File: src/hw/rtl/rdgq_pkg.sv
package rdgq_pkg;

    localparam int unsigned TickSumW = 24;
    localparam int unsigned TimeSumW = 32;
    localparam int unsigned StepW    = 16;
    localparam int unsigned ElapsedW = 20;
    localparam int unsigned CfgW     = 16;
    localparam int unsigned ProdW    = 48;

    localparam logic [19:0] UsPerSecond = 20'd1000000;

    localparam logic [CfgW-1:0] TickThresholdReset = 16'd5;
    localparam logic [CfgW-1:0] FastRateReset      = 16'd150;

    typedef enum logic [1:0] {
        ACT_STEP   = 2'd0,
        ACT_DIAL   = 2'd1,
        ACT_INPUT  = 2'd2,
        ACT_ACK    = 2'd3
    } t_action;

    typedef enum logic [2:0] {
        EV_LEFT       = 3'd0,
        EV_LEFT_FAST  = 3'd1,
        EV_RIGHT      = 3'd2,
        EV_RIGHT_FAST = 3'd3,
        EV_PUSH       = 3'd4,
        EV_REWARD     = 3'd5,
        EV_FLUSH      = 3'd6
    } t_event;

    typedef enum logic {
        CFG_TICK_THRESHOLD = 1'b0,
        CFG_FAST_RATE      = 1'b1
    } t_cfg_index;

    localparam logic [2:0] ChanReward = 3'd0;
    localparam logic [2:0] ChanFlush  = 3'd7;

    typedef struct packed {
        t_action                    action;
        logic signed [StepW-1:0]    step_ticks;
        logic [ElapsedW-1:0]        elapsed_us;
        logic                       input_level;
        logic [2:0]                 input_channel;
    } t_item;

    typedef struct packed {
        logic                       turn;
        logic                       left;
        logic [TickSumW-1:0]        mag;
        logic [TimeSumW-1:0]        time_us;
        t_event                     code;
    } t_mid;

endpackage

File: src/hw/rtl/rotary_dial_gesture_qualifier.sv
// Front-panel event qualifier.
// Input channel: i_valid / o_stall carry one item (action, step ticks, elapsed
// time, input level and channel). An item is taken when i_valid is high and
// o_stall is low.
// Output channel: o_valid / i_stall carry one event code. Items that cause no
// event (steps not above the threshold, acknowledges, unused levels) produce nothing.
// Pipeline: an item passes the input register, the sum update register and the
// rate classify register before its event appears on o_valid.
// Throughput: one item per cycle while the pipe is not stalled; the running sums
// close their loop in the update stage, and the rate test multipliers sit in the last stage.
// Stall: while the output holds an event and i_stall is high, the whole pipe
// holds and o_stall is raised the same cycle; an empty output never holds the pipe.
// Configuration: i_cfg_we with i_cfg_index / i_cfg_data writes the tick and fast
// rate thresholds; write only while the block is idle.
// Reset: synchronous, active low; sums, pending turn and dial level clear,
// thresholds return to 5 and 150, the pipe empties.
module rotary_dial_gesture_qualifier (
    input  logic                                i_clk,
    input  logic                                i_rst_n,
    input  logic                                i_valid,
    output logic                                o_stall,
    input  logic [1:0]                          i_action,
    input  logic signed [15:0]                  i_step_ticks,
    input  logic [19:0]                         i_elapsed_us,
    input  logic                                i_input_level,
    input  logic [2:0]                          i_input_channel,
    output logic                                o_valid,
    input  logic                                i_stall,
    output logic [2:0]                          o_event_code,
    input  logic                                i_cfg_we,
    input  logic                                i_cfg_index,
    input  logic [15:0]                         i_cfg_data
);

    logic                                       en;
    logic                                       r_in_valid;
    rdgq_pkg::t_item                            r_in;
    logic [rdgq_pkg::CfgW-1:0]                  r_tick_threshold;
    logic [rdgq_pkg::CfgW-1:0]                  r_fast_rate;
    logic                                       mid_valid;
    rdgq_pkg::t_mid                             mid;
    logic                                       out_valid;
    rdgq_pkg::t_event                           out_code;

    assign en      = !(out_valid && i_stall);
    assign o_stall = !en;

    always_ff @(posedge i_clk) begin
        if (!i_rst_n) begin
            r_tick_threshold <= rdgq_pkg::TickThresholdReset;
            r_fast_rate      <= rdgq_pkg::FastRateReset;
        end else if (i_cfg_we) begin
            unique case (rdgq_pkg::t_cfg_index'(i_cfg_index))
                rdgq_pkg::CFG_TICK_THRESHOLD: r_tick_threshold <= i_cfg_data;
                rdgq_pkg::CFG_FAST_RATE:      r_fast_rate      <= i_cfg_data;
                default:                      r_fast_rate      <= r_fast_rate;
            endcase
        end
    end

    always_ff @(posedge i_clk) begin
        if (!i_rst_n) begin
            r_in_valid <= 1'b0;
        end else if (en) begin
            r_in_valid <= i_valid;
        end
    end

    always_ff @(posedge i_clk) begin
        if (en && i_valid) begin
            r_in.action        <= rdgq_pkg::t_action'(i_action);
            r_in.step_ticks    <= i_step_ticks;
            r_in.elapsed_us    <= i_elapsed_us;
            r_in.input_level   <= i_input_level;
            r_in.input_channel <= i_input_channel;
        end
    end

    rdgq_update u_update (
        .i_clk            (i_clk),
        .i_rst_n          (i_rst_n),
        .i_en             (en),
        .i_item_valid     (r_in_valid),
        .i_item           (r_in),
        .i_tick_threshold (r_tick_threshold),
        .o_mid_valid      (mid_valid),
        .o_mid            (mid)
    );

    rdgq_classify u_classify (
        .i_clk        (i_clk),
        .i_rst_n      (i_rst_n),
        .i_en         (en),
        .i_mid_valid  (mid_valid),
        .i_mid        (mid),
        .i_fast_rate  (r_fast_rate),
        .o_valid      (out_valid),
        .o_event_code (out_code)
    );

    assign o_valid      = out_valid;
    assign o_event_code = out_code;

endmodule

File: src/hw/rtl/rdgq_update.sv
module rdgq_update (
    input  logic                                i_clk,
    input  logic                                i_rst_n,
    input  logic                                i_en,
    input  logic                                i_item_valid,
    input  rdgq_pkg::t_item                     i_item,
    input  logic [rdgq_pkg::CfgW-1:0]           i_tick_threshold,
    output logic                                o_mid_valid,
    output rdgq_pkg::t_mid                      o_mid
);

    logic signed [rdgq_pkg::StepW-1:0]          r_prev_step;
    logic signed [rdgq_pkg::TickSumW-1:0]       r_tick_sum;
    logic [rdgq_pkg::TimeSumW-1:0]              r_time_sum;
    logic                                       r_pending;
    logic                                       r_dial_pressed;
    logic                                       r_mid_valid;
    rdgq_pkg::t_mid                             r_mid;

    logic signed [rdgq_pkg::StepW-1:0]          n_prev_step;
    logic signed [rdgq_pkg::TickSumW-1:0]       n_tick_sum;
    logic [rdgq_pkg::TimeSumW-1:0]              n_time_sum;
    logic                                       n_pending;
    logic                                       n_dial_pressed;
    logic                                       n_mid_valid;
    rdgq_pkg::t_mid                             n_mid;

    logic                                       reversal;
    logic signed [rdgq_pkg::TickSumW:0]         sum_wide;
    logic signed [rdgq_pkg::TickSumW-1:0]       sum_sat;
    logic [rdgq_pkg::TimeSumW:0]                time_wide;
    logic [rdgq_pkg::TimeSumW-1:0]              time_sat;
    logic signed [rdgq_pkg::TickSumW-1:0]       acc_sum;
    logic [rdgq_pkg::TimeSumW-1:0]              acc_time;
    logic [rdgq_pkg::TickSumW-1:0]              mag;
    logic                                       qualify;

    always_comb begin
        reversal = (r_prev_step[rdgq_pkg::StepW-1] && !i_item.step_ticks[rdgq_pkg::StepW-1]
                    && (i_item.step_ticks != '0))
                || (!r_prev_step[rdgq_pkg::StepW-1] && (r_prev_step != '0)
                    && i_item.step_ticks[rdgq_pkg::StepW-1]);

        sum_wide = {r_tick_sum[rdgq_pkg::TickSumW-1], r_tick_sum}
                 + {{(rdgq_pkg::TickSumW + 1 - rdgq_pkg::StepW)
                     {i_item.step_ticks[rdgq_pkg::StepW-1]}}, i_item.step_ticks};
        if (sum_wide[rdgq_pkg::TickSumW] != sum_wide[rdgq_pkg::TickSumW-1]) begin
            sum_sat = sum_wide[rdgq_pkg::TickSumW]
                    ? {1'b1, {(rdgq_pkg::TickSumW-1){1'b0}}}
                    : {1'b0, {(rdgq_pkg::TickSumW-1){1'b1}}};
        end else begin
            sum_sat = sum_wide[rdgq_pkg::TickSumW-1:0];
        end

        time_wide = {1'b0, r_time_sum}
                  + {{(rdgq_pkg::TimeSumW + 1 - rdgq_pkg::ElapsedW){1'b0}}, i_item.elapsed_us};
        time_sat  = time_wide[rdgq_pkg::TimeSumW] ? '1 : time_wide[rdgq_pkg::TimeSumW-1:0];

        if (reversal) begin
            acc_sum  = {{(rdgq_pkg::TickSumW - rdgq_pkg::StepW)
                         {i_item.step_ticks[rdgq_pkg::StepW-1]}}, i_item.step_ticks};
            acc_time = {{(rdgq_pkg::TimeSumW - rdgq_pkg::ElapsedW){1'b0}}, i_item.elapsed_us};
        end else begin
            acc_sum  = sum_sat;
            acc_time = time_sat;
        end

        mag     = acc_sum[rdgq_pkg::TickSumW-1] ? -acc_sum : acc_sum;
        qualify = mag > {{(rdgq_pkg::TickSumW - rdgq_pkg::CfgW){1'b0}}, i_tick_threshold};

        n_prev_step    = r_prev_step;
        n_tick_sum     = r_tick_sum;
        n_time_sum     = r_time_sum;
        n_pending      = r_pending;
        n_dial_pressed = r_dial_pressed;
        n_mid_valid    = 1'b0;
        n_mid.turn     = 1'b0;
        n_mid.left     = 1'b0;
        n_mid.mag      = mag;
        n_mid.time_us  = acc_time;
        n_mid.code     = rdgq_pkg::EV_PUSH;

        if (i_item_valid) begin
            unique case (i_item.action)
                rdgq_pkg::ACT_STEP: begin
                    n_prev_step = i_item.step_ticks;
                    if (qualify) begin
                        n_tick_sum  = '0;
                        n_time_sum  = '0;
                        n_pending   = 1'b1;
                        n_mid_valid = !r_pending;
                        n_mid.turn  = 1'b1;
                        n_mid.left  = !acc_sum[rdgq_pkg::TickSumW-1] && (acc_sum != '0);
                    end else begin
                        n_tick_sum = acc_sum;
                        n_time_sum = acc_time;
                    end
                end
                rdgq_pkg::ACT_DIAL: begin
                    n_tick_sum     = '0;
                    n_time_sum     = '0;
                    n_dial_pressed = i_item.input_level;
                    n_mid_valid    = !i_item.input_level && r_dial_pressed;
                    n_mid.code     = rdgq_pkg::EV_PUSH;
                end
                rdgq_pkg::ACT_INPUT: begin
                    if (i_item.input_level && i_item.input_channel == rdgq_pkg::ChanReward) begin
                        n_mid_valid = 1'b1;
                        n_mid.code  = rdgq_pkg::EV_REWARD;
                    end else if (i_item.input_level
                                 && i_item.input_channel == rdgq_pkg::ChanFlush) begin
                        n_mid_valid = 1'b1;
                        n_mid.code  = rdgq_pkg::EV_FLUSH;
                    end
                end
                rdgq_pkg::ACT_ACK: begin
                    n_pending = 1'b0;
                end
                default: begin
                    n_pending = r_pending;
                end
            endcase
        end
    end

    always_ff @(posedge i_clk) begin
        if (!i_rst_n) begin
            r_prev_step    <= '0;
            r_tick_sum     <= '0;
            r_time_sum     <= '0;
            r_pending      <= 1'b0;
            r_dial_pressed <= 1'b0;
            r_mid_valid    <= 1'b0;
        end else if (i_en) begin
            r_prev_step    <= n_prev_step;
            r_tick_sum     <= n_tick_sum;
            r_time_sum     <= n_time_sum;
            r_pending      <= n_pending;
            r_dial_pressed <= n_dial_pressed;
            r_mid_valid    <= n_mid_valid;
        end
    end

    always_ff @(posedge i_clk) begin
        if (i_en) begin
            r_mid <= n_mid;
        end
    end

    assign o_mid_valid = r_mid_valid;
    assign o_mid       = r_mid;

endmodule

File: src/hw/rtl/rdgq_classify.sv
module rdgq_classify (
    input  logic                                i_clk,
    input  logic                                i_rst_n,
    input  logic                                i_en,
    input  logic                                i_mid_valid,
    input  rdgq_pkg::t_mid                      i_mid,
    input  logic [rdgq_pkg::CfgW-1:0]           i_fast_rate,
    output logic                                o_valid,
    output rdgq_pkg::t_event                    o_event_code
);

    logic                                       r_valid;
    rdgq_pkg::t_event                           r_code;
    rdgq_pkg::t_event                           n_code;

    logic [rdgq_pkg::TickSumW+19:0]             rate_lhs;
    logic [rdgq_pkg::ProdW-1:0]                 rate_rhs;
    logic                                       fast;

    always_comb begin
        rate_lhs = i_mid.mag * rdgq_pkg::UsPerSecond;
        rate_rhs = i_fast_rate * i_mid.time_us;
        fast     = {{(rdgq_pkg::ProdW - rdgq_pkg::TickSumW - 20){1'b0}}, rate_lhs} > rate_rhs;
        if (i_mid.turn) begin
            if (i_mid.left) begin
                n_code = fast ? rdgq_pkg::EV_LEFT_FAST : rdgq_pkg::EV_LEFT;
            end else begin
                n_code = fast ? rdgq_pkg::EV_RIGHT_FAST : rdgq_pkg::EV_RIGHT;
            end
        end else begin
            n_code = i_mid.code;
        end
    end

    always_ff @(posedge i_clk) begin
        if (!i_rst_n) begin
            r_valid <= 1'b0;
        end else if (i_en) begin
            r_valid <= i_mid_valid;
        end
    end

    always_ff @(posedge i_clk) begin
        if (i_en) begin
            r_code <= n_code;
        end
    end

    assign o_valid      = r_valid;
    assign o_event_code = r_code;

endmodule
File: config.mk
export PLATFORM = sky130hd
export DESIGN_NAME = rotary_dial_gesture_qualifier
export DESIGN_NICKNAME = d
export VERILOG_FILES = /design/src/hw/rtl/rdgq_pkg.sv /design/src/hw/rtl/rotary_dial_gesture_qualifier.sv /design/src/hw/rtl/rdgq_update.sv /design/src/hw/rtl/rdgq_classify.sv
export SDC_FILE = /design/constraint.sdc
export NUM_CORES = 2
export LEC_CHECK = 0
export BUFFER_PORTS_ARGS = -buffer_cell sky130_fd_sc_hd__buf_2
export CAP_MARGIN = 10
export CORE_ASPECT_RATIO = 0.75
export CORE_MARGIN = 1.5
export CORE_UTILIZATION = 43
export DETAILED_ROUTE_END_ITERATION = 8
export GPL_ROUTABILITY_DRIVEN = 0
export PLACE_DENSITY = 0.6
export SLEW_MARGIN = 10
export SYNTH_ARGS = -nofsm -noshare
export SYNTH_HDL_FRONTEND = slang
export SYNTH_SLANG_ARGS = --single-unit
File: constraint.sdc
create_clock -name i_clk -period 17.8 [get_ports i_clk]
set_input_delay 1.78 -clock i_clk [delete_from_list [all_inputs] [get_ports i_clk]]
set_output_delay 1.78 -clock i_clk [all_outputs]
set_load 0.005 [all_outputs]
# ---- Yosys cells after proc, flatten, opt, wreduce, memory -nomap -nowiden
# Index checks and enable logic that the tools add are counted.
dict set report word_totals {
  regBits 215
  inputBits 64
}
dict set report classes {
  n_bitwise 4
  multipliers 2
  n_lt_le_gt_ge 2
  mux 24
  n_eq_ne 6
  n_addsub 3
  n_reduce_logical 34
}
# operator count
set op_table {}
lappend op_table {{24-bit two-way mux} 5}
lappend op_table {{32-bit two-way mux} 3}
lappend op_table {{32-bit case mux with 2 select lines} 1}
lappend op_table {{44-bit by 48-bit > comparator with 1-bit output} 1}
lappend op_table {{16-bit by 32-bit multiplier with 48-bit output} 1}
lappend op_table {{24-bit case mux with 2 select lines} 1}
lappend op_table {{24-bit by 14-bit multiplier with 38-bit output, second input constant} 1}
lappend op_table {{32-bit by 20-bit adder with 33-bit output} 1}
lappend op_table {{16-bit nonzero test} 2}
lappend op_table {{24-bit by 16-bit adder with 25-bit output} 1}
lappend op_table {{24-bit by 16-bit > comparator with 1-bit output} 1}
lappend op_table {{24-bit negation} 1}
lappend op_table {{24-bit nonzero test} 1}
lappend op_table {{3-bit AND reduction} 4}
lappend op_table {{1-bit logical AND} 10}
lappend op_table {{1-bit two-way mux} 8}
lappend op_table {{2-bit AND reduction} 4}
lappend op_table {{1-bit logical NOT} 6}
lappend op_table {{3-bit two-way mux} 2}
lappend op_table {{2-bit equality test, second input constant} 2}
lappend op_table {{2-bit two-way mux} 2}
lappend op_table {{1-bit inverter} 4}
lappend op_table {{4-bit AND reduction} 1}
lappend op_table {{2-bit nonzero test} 2}
lappend op_table {{10 further kinds} 10}

# ---- Logic depth before layout (Yosys ltp)
dict set report depth {
  word_depth 11
  depth_mapped 41
  ltp_nobuf 40
}

# ---- Hierarchy
# From an unflattened synthesis, not the netlist that was laid out.
dict set report hier_totals {
  cells_unflattened 3762
  hier_area_um2 34111.5
}
# module instances area_each_um2 cells_per_inst
set by_module_without_submodules {}
lappend by_module_without_submodules {rdgq_classify 1 22335.2 2547}
lappend by_module_without_submodules {rdgq_update 1 9203.8 1037}
lappend by_module_without_submodules {rotary_dial_gesture_qualifier 1 2572.5 178}

# ---- Worst setup path before layout
# OpenSTA, ideal clock, no wires.
dict set report synth_path {
  kind {reg-to-reg}
  from {register r_fast_rate[9] (netlist name)}
  to {register u_classify.r_code[0] (netlist: u_classify.o_event_code[0]), data pin}
  path_stages_with_launch 36
  path_slack_ns 9.416
  t_arrival_ns 8.208
  setup_ns 0.176
  required_ns 17.624
  path_cell_list {dfxtp_1 clkbuf_1 clkbuf_1 nand2_1 fa_1 inv_1 fa_1 inv_1 fa_1 inv_1 fa_1 inv_1 fa_1 inv_1 fa_1 ha_1 a21oi_1 o21ai_0 inv_1 a31oi_1 nand2_1 a311o_1 o31a_1 o21ai_0 nor4_1 o41ai_1 xnor2_1 ha_1 nand4_1 or3_1 or3_1 o21ai_0 nor2_1 nor4_1 nand4_1 o32ai_1}
}
dict set report synth_between {
  elab_chain_cells 5
  word_cells_on_any_way 6
}
# item line
set synth_lines {}
lappend synth_lines {{start: declaration} rotary_dial_gesture_qualifier.sv:39} ;# logic [rdgq_pkg::CfgW-1:0] r_fast_rate;
lappend synth_lines {{start signal: assignment} rotary_dial_gesture_qualifier.sv:51} ;# r_fast_rate <= rdgq_pkg::FastRateReset;
lappend synth_lines {{start signal: assignment} rotary_dial_gesture_qualifier.sv:55} ;# rdgq_pkg::CFG_FAST_RATE: r_fast_rate <= i_cfg_data;
lappend synth_lines {{start signal: assignment} rotary_dial_gesture_qualifier.sv:56} ;# default: r_fast_rate <= r_fast_rate;
lappend synth_lines {{16-bit by 32-bit multiplier with 48-bit output *} rdgq_classify.sv:22} ;# rate_rhs = i_fast_rate * i_mid.time_us;
lappend synth_lines {{44-bit by 48-bit > comparator with 1-bit output *} rdgq_classify.sv:23} ;# fast = {{(rdgq_pkg::ProdW - rdgq_pkg::TickSumW - 20){1'b0}}, rate_lhs} > rate_rhs;
lappend synth_lines {{1-bit two-way mux} {rdgq_classify.sv:26, rdgq_classify.sv:28}}
lappend synth_lines {{3-bit two-way mux *} rdgq_classify.sv:25} ;# if (i_mid.left) begin
lappend synth_lines {{3-bit two-way mux *} rdgq_classify.sv:24} ;# if (i_mid.turn) begin
lappend synth_lines {{named net u_classify.n_code[0]} rdgq_classify.sv:14} ;# rdgq_pkg::t_event n_code;
lappend synth_lines {{end signal: assignment} rdgq_classify.sv:45} ;# r_code <= n_code;
lappend synth_lines {{end: declaration} rdgq_classify.sv:13} ;# rdgq_pkg::t_event r_code;
# Mark *: on every way through the listed nets, which the timed path passes. The rest lies on a longest branch.
# A chain may end at the register's enable or synchronous reset.

# ---- Final worst setup path
dict set report layout_path {
  from {register r_fast_rate[6] (netlist name)}
  to {register u_classify.r_code[0] (netlist: u_classify.o_event_code[0]), data pin}
}
# The elaborated chain is that of the path after synthesis.

==> metrics.txt <==
outcome=finished clean; routed length per instance=18.8 um; num ports=69; CTS tree=built; CP Capture Type=flop; post-CTS setup buffers=0; placed cells=4620; Finished Layout Cells=4670; yosys warns=0; EDFF count, synth=105; ys async rst share=0; worst slew pin tran=1150 ps; RSZ-0062 raised after global routing=no; Rel. slew slack=0.233; drt pass-1 iters=6; Total GRT Usage=0.228; via count=24895; XOR/XNOR Fraction of Synth Area=0.0330; Required @ worst endpoint=18180 ps; startpoint types=flop; Final Max Slew Viols=0; dpl hpwl=68300 um; Core Footprint=75800 sq um; post-synth top area cell=fa_1; most frequent CP cell=fa_1; top_reg_cell synth=dfxtp_1; critical path type=reg2reg; most common cell in the netlist=inv_1; Syn Inst Count=3630; DRT Wirelength=87800 um; Crit-path slowest cell=o41ai_1; Yosys reg bits=214; Synth top cells by count=inv_1 (623), nand2_1 (531), fa_1 (515); max cap viols=0; Initial DRC Count=1786; largest family of logic cells by synthesized area=adder cells; # fillers=7366; largest net degree at the start of global routing=72; initial antenna violation count=2; clk_lat worst skew=570 ps; Final period util=0.542; chip height=243 um; first-pass GRT wire length=141000 um; share of cells above drive strength 1=0.0521; Worst Skew=15.9 ps; total CTS buffers=27; Worst Hold Class=reg2reg; dpl ws=8240 ps; Post-Synthesis Cell Area=33100 sq um; Synth Area in Adders=0.443; layout net count=4553; Antenna diodes=0; worst-path fanout max=23; setup_tns=0 ps; Synth Net Count=4557; grt ovf=0; setup ws final=8150 ps; critical path buffer and inverter count=6; Synth cell types=87; syn avg cell area=9.13 sq um; number of hold buffers added after cts=0; Simple-Gate Fraction of Synth Area=0.153; Final min period=9650 ps; Synth Area in Compound Gates=0.119; cts repair resizes=0; slowest stage delay, CP=770 ps; worst path arrival time=10030 ps; Layout area overhead=7.36%; Worst-path clk slew=60 ps; Synth area leaders=fa_1 (31%), ha_1 (13%), edfxtp_1 (9.5%); Worst path top cell family by delay=adder cells; die width=324 um; CTS max path bufs=3; DIE AREA=78800 sq um; worst hold slack=453 ps; Cell Rows=87; sequential element share of the synthesized area=0.161; Residual DRC=0; CTS H-Tree Depth=1; fmax=104 MHz; Routed Antenna Nets=0; number of setup violations in the final report=0; Initial Util=0.437; vias in the first global route=24924; multiplexer share of the synthesized area=0.00264; CTS Sinks=214; CTS root buf=clkbuf_16; I/O Buffers=68; Hold Fails Final Rpt=0; post-synth top area share=0.311; Via density=5.33
==> placed cells by master, fill, tap and decap left out, types with 25 or more instances in the layout <==
master / n
a21boi_0: 46
a21o_1: 55
a21oi_1: 132
a22o_1: 45
a31oi_1: 36
and2_1: 178
buf_2: 68
buf_4: 37
clkbuf_16: 28
dfxtp_1: 104
edfxtp_1: 105
fa_1: 515
ha_1: 348
inv_1: 623
nand2_1: 530
nand2b_1: 32
nand3_1: 34
nand4_1: 25
nor2_1: 138
nor2b_1: 27
nor3_1: 39
o21ai_0: 84
xnor2_1: 68
xor2_1: 57
==> kinds of logic after synthesis <==
family / count (synthesis)
buffers and inverters: 761
DFF: 214
xor gates and xnor gates: 125
adders and majority gates: 865
and+or+nand+nor: 1081
AOI/OAI and AO/OA: 576
muxes: 8
==> sequential cells by signal (all words and copies together) (netlist names) <==
signal	count
u_update.o_mid	60
r_in	42
u_update.r_time_sum	32
u_update.r_tick_sum	24
r_fast_rate	16
r_tick_threshold	16
u_update.r_prev_step	16
u_classify.o_event_code	3
r_in_valid	1
u_classify.o_valid	1
u_update.o_mid_valid	1
u_update.r_dial_pressed	1
u_update.r_pending	1
==> path summary, 6_finish.rpt <==
path | startpoint | endpoint | slack, ps | cells after the start
worst max-delay path | r_fast_rate[6]$_SDFFE_PN0P_ | u_classify.o_event_code[0]$_DFFE_PN_ | 8150 | 33
worst min register to register | u_update.r_tick_sum[18]$_SDFFE_PN0P_ | u_update.r_tick_sum[18]$_SDFFE_PN0P_ | 450 | 2
worst min-delay path | u_update.r_tick_sum[18]$_SDFFE_PN0P_ | u_update.r_tick_sum[18]$_SDFFE_PN0P_ | 450 | 2
worst max register to register | r_fast_rate[6]$_SDFFE_PN0P_ | u_classify.o_event_code[0]$_DFFE_PN_ | 8150 | 33
==> cell type report <==
| class | count | area, sq um | area share |
|---|---|---|---|
| clock buffers | 32 | 756 | 0.0212 |
| clock inverters | 18 | 332 | 0.00932 |
| inverters | 623 | 2340 | 0.0657 |
| multi-input cells | 2655 | 24900 | 0.700 |
| flip-flops and latches | 214 | 5340 | 0.150 |
| well taps | 1023 | 1280 | 0.0360 |
| repair buffers | 105 | 618 | 0.0174 |
==> per-layer routing <==
metal / global-route usage / share of wire
met5: 0 / 0
met4: 0.0429 / 0.017
met3: 0.0428 / 0.079
met2: 0.327 / 0.41
met1: 0.355 / 0.50
==> worst reg2reg max path: cells and delay by family, from the launching register on <==
kind / cells / cell delay, ps
AND/OR/NAND/NOR: 9 / 1830
buffers and inverters: 6 / 760
flip-flops: 1 / 640
XOR/XNOR: 1 / 130
adder cells (fa/ha/maj): 8 / 3510
AO/OA/AOI/OAI: 9 / 2590
==> metrics by stage <==
| stage | utilization | instance area (sq um) |
|---|---|---|
| final | 0.470 | 35600 |
| after detailed placement | 0.455 | 34500 |
| after CTS | 0.470 | 35600 |
| after global routing | 0.470 | 35600 |
| after floorplan | - | 33100 |
| after global placement | 0.455 | 34500 |
Power is left out: the tool's default activity adds up to more than one toggle a clock period on the data nets, which glitch-free logic cannot reach.
